`config.mk`:
```
export PLATFORM = sky130hd
export DESIGN_NAME = tdt_ram
export DESIGN_NICKNAME = d
export VERILOG_FILES = /design/src/rtl/assert_macros.svh /design/src/rtl/tdt_ram.sv
export SDC_FILE = /design/constraint.sdc
export NUM_CORES = 1
export LEC_CHECK = 0
export BUFFER_PORTS_ARGS = -buffer_cell sky130_fd_sc_hd__buf_2
export CAP_MARGIN = 20
export CORE_MARGIN = 4
export CORE_UTILIZATION = 67
export CTS_CLUSTER_DIAMETER = 40
export DETAILED_ROUTE_END_ITERATION = 7
export HOLD_SLACK_MARGIN = 0.06
export PLACE_DENSITY = 0.84
export SETUP_SLACK_MARGIN = 0.05
export SYNTH_ARGS = -nofsm -noshare
export SYNTH_HDL_FRONTEND = slang
export SYNTH_SLANG_ARGS = --single-unit
```
`constraint.sdc`:
```
create_clock -name clk_i -period 2.7 [get_ports clk_i]
set_input_delay 0 -clock clk_i [delete_from_list [all_inputs] [get_ports clk_i]]
set_output_delay 0 -clock clk_i [all_outputs]
set_load 0.01 [all_outputs]
```
`src/rtl/assert_macros.svh`:
```
// Assertion macros used by the task dependency tracker RTL.
// Each macro expects clk_i, and TDT_ASSERT also rst_ni, to be visible in the using module.
`ifndef ASSERT_MACROS_SVH
`define ASSERT_MACROS_SVH

// Concurrent check, masked while reset is active
`define TDT_ASSERT(name, prop, msg) \
  name: assert property (@(posedge clk_i) disable iff (!rst_ni) prop) \
    else $error(msg);

// Concurrent check that also holds during reset
`define TDT_ASSERT_ALWAYS(name, prop, msg) \
  name: assert property (@(posedge clk_i) prop) \
    else $error(msg);

`endif

```
`src/rtl/tdt_ram.sv`:
```
`timescale 1ns / 1ps
// Generic simple dual-port RAM: one write port, one read port, registered read.
// No dependencies.
module tdt_ram #(
  parameter int Width = 8,
  parameter int Depth = 64
) (
  input  logic                     clk_i,
  input  logic                     we_i,
  input  logic [$clog2(Depth)-1:0] waddr_i,
  input  logic [Width-1:0]         wdata_i,
  input  logic                     re_i,
  input  logic [$clog2(Depth)-1:0] raddr_i,
  output logic [Width-1:0]         rdata_o
);

  logic [Width-1:0] mem_q [Depth];

  // Write and enabled registered read
  always_ff @(posedge clk_i) begin
    if (we_i) begin
      mem_q[waddr_i] <= wdata_i;
    end
    if (re_i) begin
      rdata_o <= mem_q[raddr_i];
    end
  end

endmodule

```
==> impl_metrics.csv <==
group,metric,value,unit
synth,ys_warn_count,0,
grt,grt_pass1_wl,67700,um
floorplan,coreArea,0.0297,mm2
sta,hold_viol,0,
final_layout,fill_cells,1407,
grt,first_global_vias,10400,
cts,clock_sinks,520,
cts,cts_buffers,51,
pwr,p_leak,7.34,nW
route,wl_met1,16700,um
sta,fin_skew,0.0158,ns
sta,fmax,457,MHz
final_layout,area_delta_synth_final,13.4,%
synth,syn_avg_cell_area,21.5,um2
cts,worstSkewPairLatency,0.56,ns
pwr,cellPowerDensity,720,mW/mm2
route,top_layer,"met4",
floorplan,row_count,63,
setup_path,path_class,"reg -> reg",
cts,cts.clk_slew.worst_paths,0.07,ns
sta,slew_violations,0,
setup_path,arrival,2.47,ns
run_status,status,"finished, final reports clean",
setup_path,path_max_fanout,1,
floorplan,start_util,68.1,%
sta,fin_crit,2.19,ns
sta,slew_headroom,28.6,%
final_layout,layout.nets,1082,
sta,setup_tns,0,ns
floorplan,ios,31,
sta,worst_slew_pin_slew,1.07,ns
cts,clock-root-buffer,"clkbuf_16",
route,ant_nets,0,
placed_design,io_buffers,30,
route,met2_wirelength,23500,um
final_layout,design_area,0.0230,mm2
sta,setup_violations,0,
synth,syn_area,0.0202,mm2
grt,overflow,0,
floorplan,die_h,182,um
placed_design,dp.cells,1380,
setup_path,start_kind,"flop",
synth,synth_seq_cells,520,
setup_path,critPathRequiredTime,2.99,ns
floorplan,fp.dieW,182,um
sta,rsz0062_at_grt,"false",
route,vias,10400,
placed_design,dpl-instance-area,0.0212,mm2
final_layout,fin_util,77.2,%
cts,h-tree-depth,2,
final_layout,fin_cells,1488,
route,viasPerCell,7.02,
route,routed-wl-met3,5140,um
grt,grtUsageTotal,27.8,%
synth,synth_ff_type,"edfxtp_1",
final_layout,drive_above_1_share,29.1,%
synth,async_flop_share,0,%
sta,fin_crit_sh,81.0,%
cts,cts_max_path_buffers,3,
sta,hold_slack,0.105,ns
route,wl_per_cell,31.5,um
floorplan,die_area,0.0331,mm2
setup_path,crit_path_end_kind,"flop",
synth,seq_area_frac_synth,77.1,%
flow_run,maxCapViolCount,0,
cts,tritoncts,"built",
worst_hold_path,worstHoldPathType,"in -> reg",
route,firstDrtPassIters,5,
route,first_iter_violations,1663,
placed_design,dp_hpwl,26400,um
route,drc,0,
grt,grt_start_max_net_pins,65,
pwr,vdd_drop_max,0.650,mV
placed_design,place_congestion,0.887,
grt,antenna_found_initial,1,
route,drt_wl_total,46900,um
synth,ys_types,39,
synth,synth_cells,940,
cts,cts_resized,0,
synth,synth_edf_count,520,
synth,syn-num-nets,963,
-- cells in the final DEF, fill, tap and decap left out, types with 3 or more instances in the layout --
master	count
nand3_1	13
clkinv_2	10
mux4_2	126
clkinv_1	14
a211oi_1	4
o2111ai_1	3
o221ai_1	8
nand2_1	19
a22oi_1	3
clkinvlp_4	3
nand2b_1	7
o22ai_1	8
a221oi_1	6
nand3b_1	3
nor2_1	83
o2bb2ai_1	3
nor2b_1	14
mux2_2	13
clkbuf_16	53
dlygate4sd3_1	10
nor3_1	7
buf_12	10
buf_4	69
edfxtp_1	520
clkbuf_1	6
buf_2	27
mux2i_1	23
a21oi_1	3
-- power breakdown --
part | leakage, nW | internal (mW) | switching, mW
registers | 4.69 | 8.95 | 0.0259
logic | 1.89 | 0.341 | 0.523
clock network | 0.766 | 3.76 | 2.91
-- critical path, cell delays in order, from the launching register on --
cell,delay [ns]
edfxtp_1,0.38
mux4_2,0.47
nor2b_1,0.15
a2111oi_0,0.62
buf_4,0.23
o41ai_1,0.07
-- layout make-up --
| class | count | area (um2) | share of cell area (%) |
|---|---|---|---|
| Sequential cell | 520 | 15600 | 68.0 |
| Multi-Input combinational cell | 369 | 4320 | 18.8 |
| Clock buffer | 59 | 1350 | 5.88 |
| Timing Repair Buffer | 117 | 967 | 4.21 |
| Tap cell | 390 | 488 | 2.13 |
| Clock inverter | 32 | 216 | 0.943 |
| Antenna cell | 1 | 2.50 | 0.0109 |
-- worst paths after layout --
kind           startpoint      endpoint  slack [ns]  depth (start not counted)
max           mem_q[1][5]    rdata_o[5]        0.51                          5
min            waddr_i[2]  mem_q[48][2]        0.11                          3
max reg2reg   mem_q[1][5]    rdata_o[5]        0.51                          5
min reg2reg  mem_q[23][1]    rdata_o[1]        0.93                          4
-- flip-flops by register name (all words and copies together), names as in the netlist --
signal   count
mem_q      512
rdata_o      8
-- cell families (layout without fill, tap and decap cells) --
logic type,count (synthesis),count (layout),synth area share (%)
buf+inv,51,208,1.56
flops,520,520,77.1
other cells,0,1,0
compound gates,54,54,2.06
mux,162,162,15.9
simple gates,153,153,3.37
-- repair_timing --
item,CTS,global route
hold buffers,4,6
endpoints found under the hold margin,44,102
buffers inserted,0,0
-- routing by layer --
layer,global-route usage (%),up-vias
li1,-,4169
met3,4.81,109
met4,7.78,0
met5,0,-
met1,40.5,5375
met2,45.0,789
-- cell usage after synthesis (3+ instances only) --
cell	instances	area, um2
nand2b_1	7	43.8
o221ai_1	8	70.1
nor2_1	83	312
nand3b_1	3	22.5
nor3_1	7	35.0
mux4_2	126	2840
a22oi_1	3	22.5
edfxtp_1	520	15600
a221oi_1	6	52.6
a21oi_1	3	15.0
o2111ai_1	3	26.3
buf_2	11	55.1
a211oi_1	4	30.0
buf_4	13	97.6
mux2i_1	23	230
clkbuf_1	17	63.8
nand2_1	19	71.3
mux2_2	13	146
nor2b_1	14	87.6
nand3_1	13	65.1
buf_1	4	15.0
o22ai_1	8	50.1
o2bb2ai_1	3	26.3
buf_6	4	45.0
-- through the flow --
step	power, mW	setup WS, ns
2_1_floorplan	9.62	0.870
3_3_place_gp	9.93	0.265
3_5_place_dp	9.95	0.238
4_1_cts	16.5	0.518
5_1_grt	17.0	0.468
6_report	16.5	0.513
No activity file was read; power rests on OpenSTA's default activity.
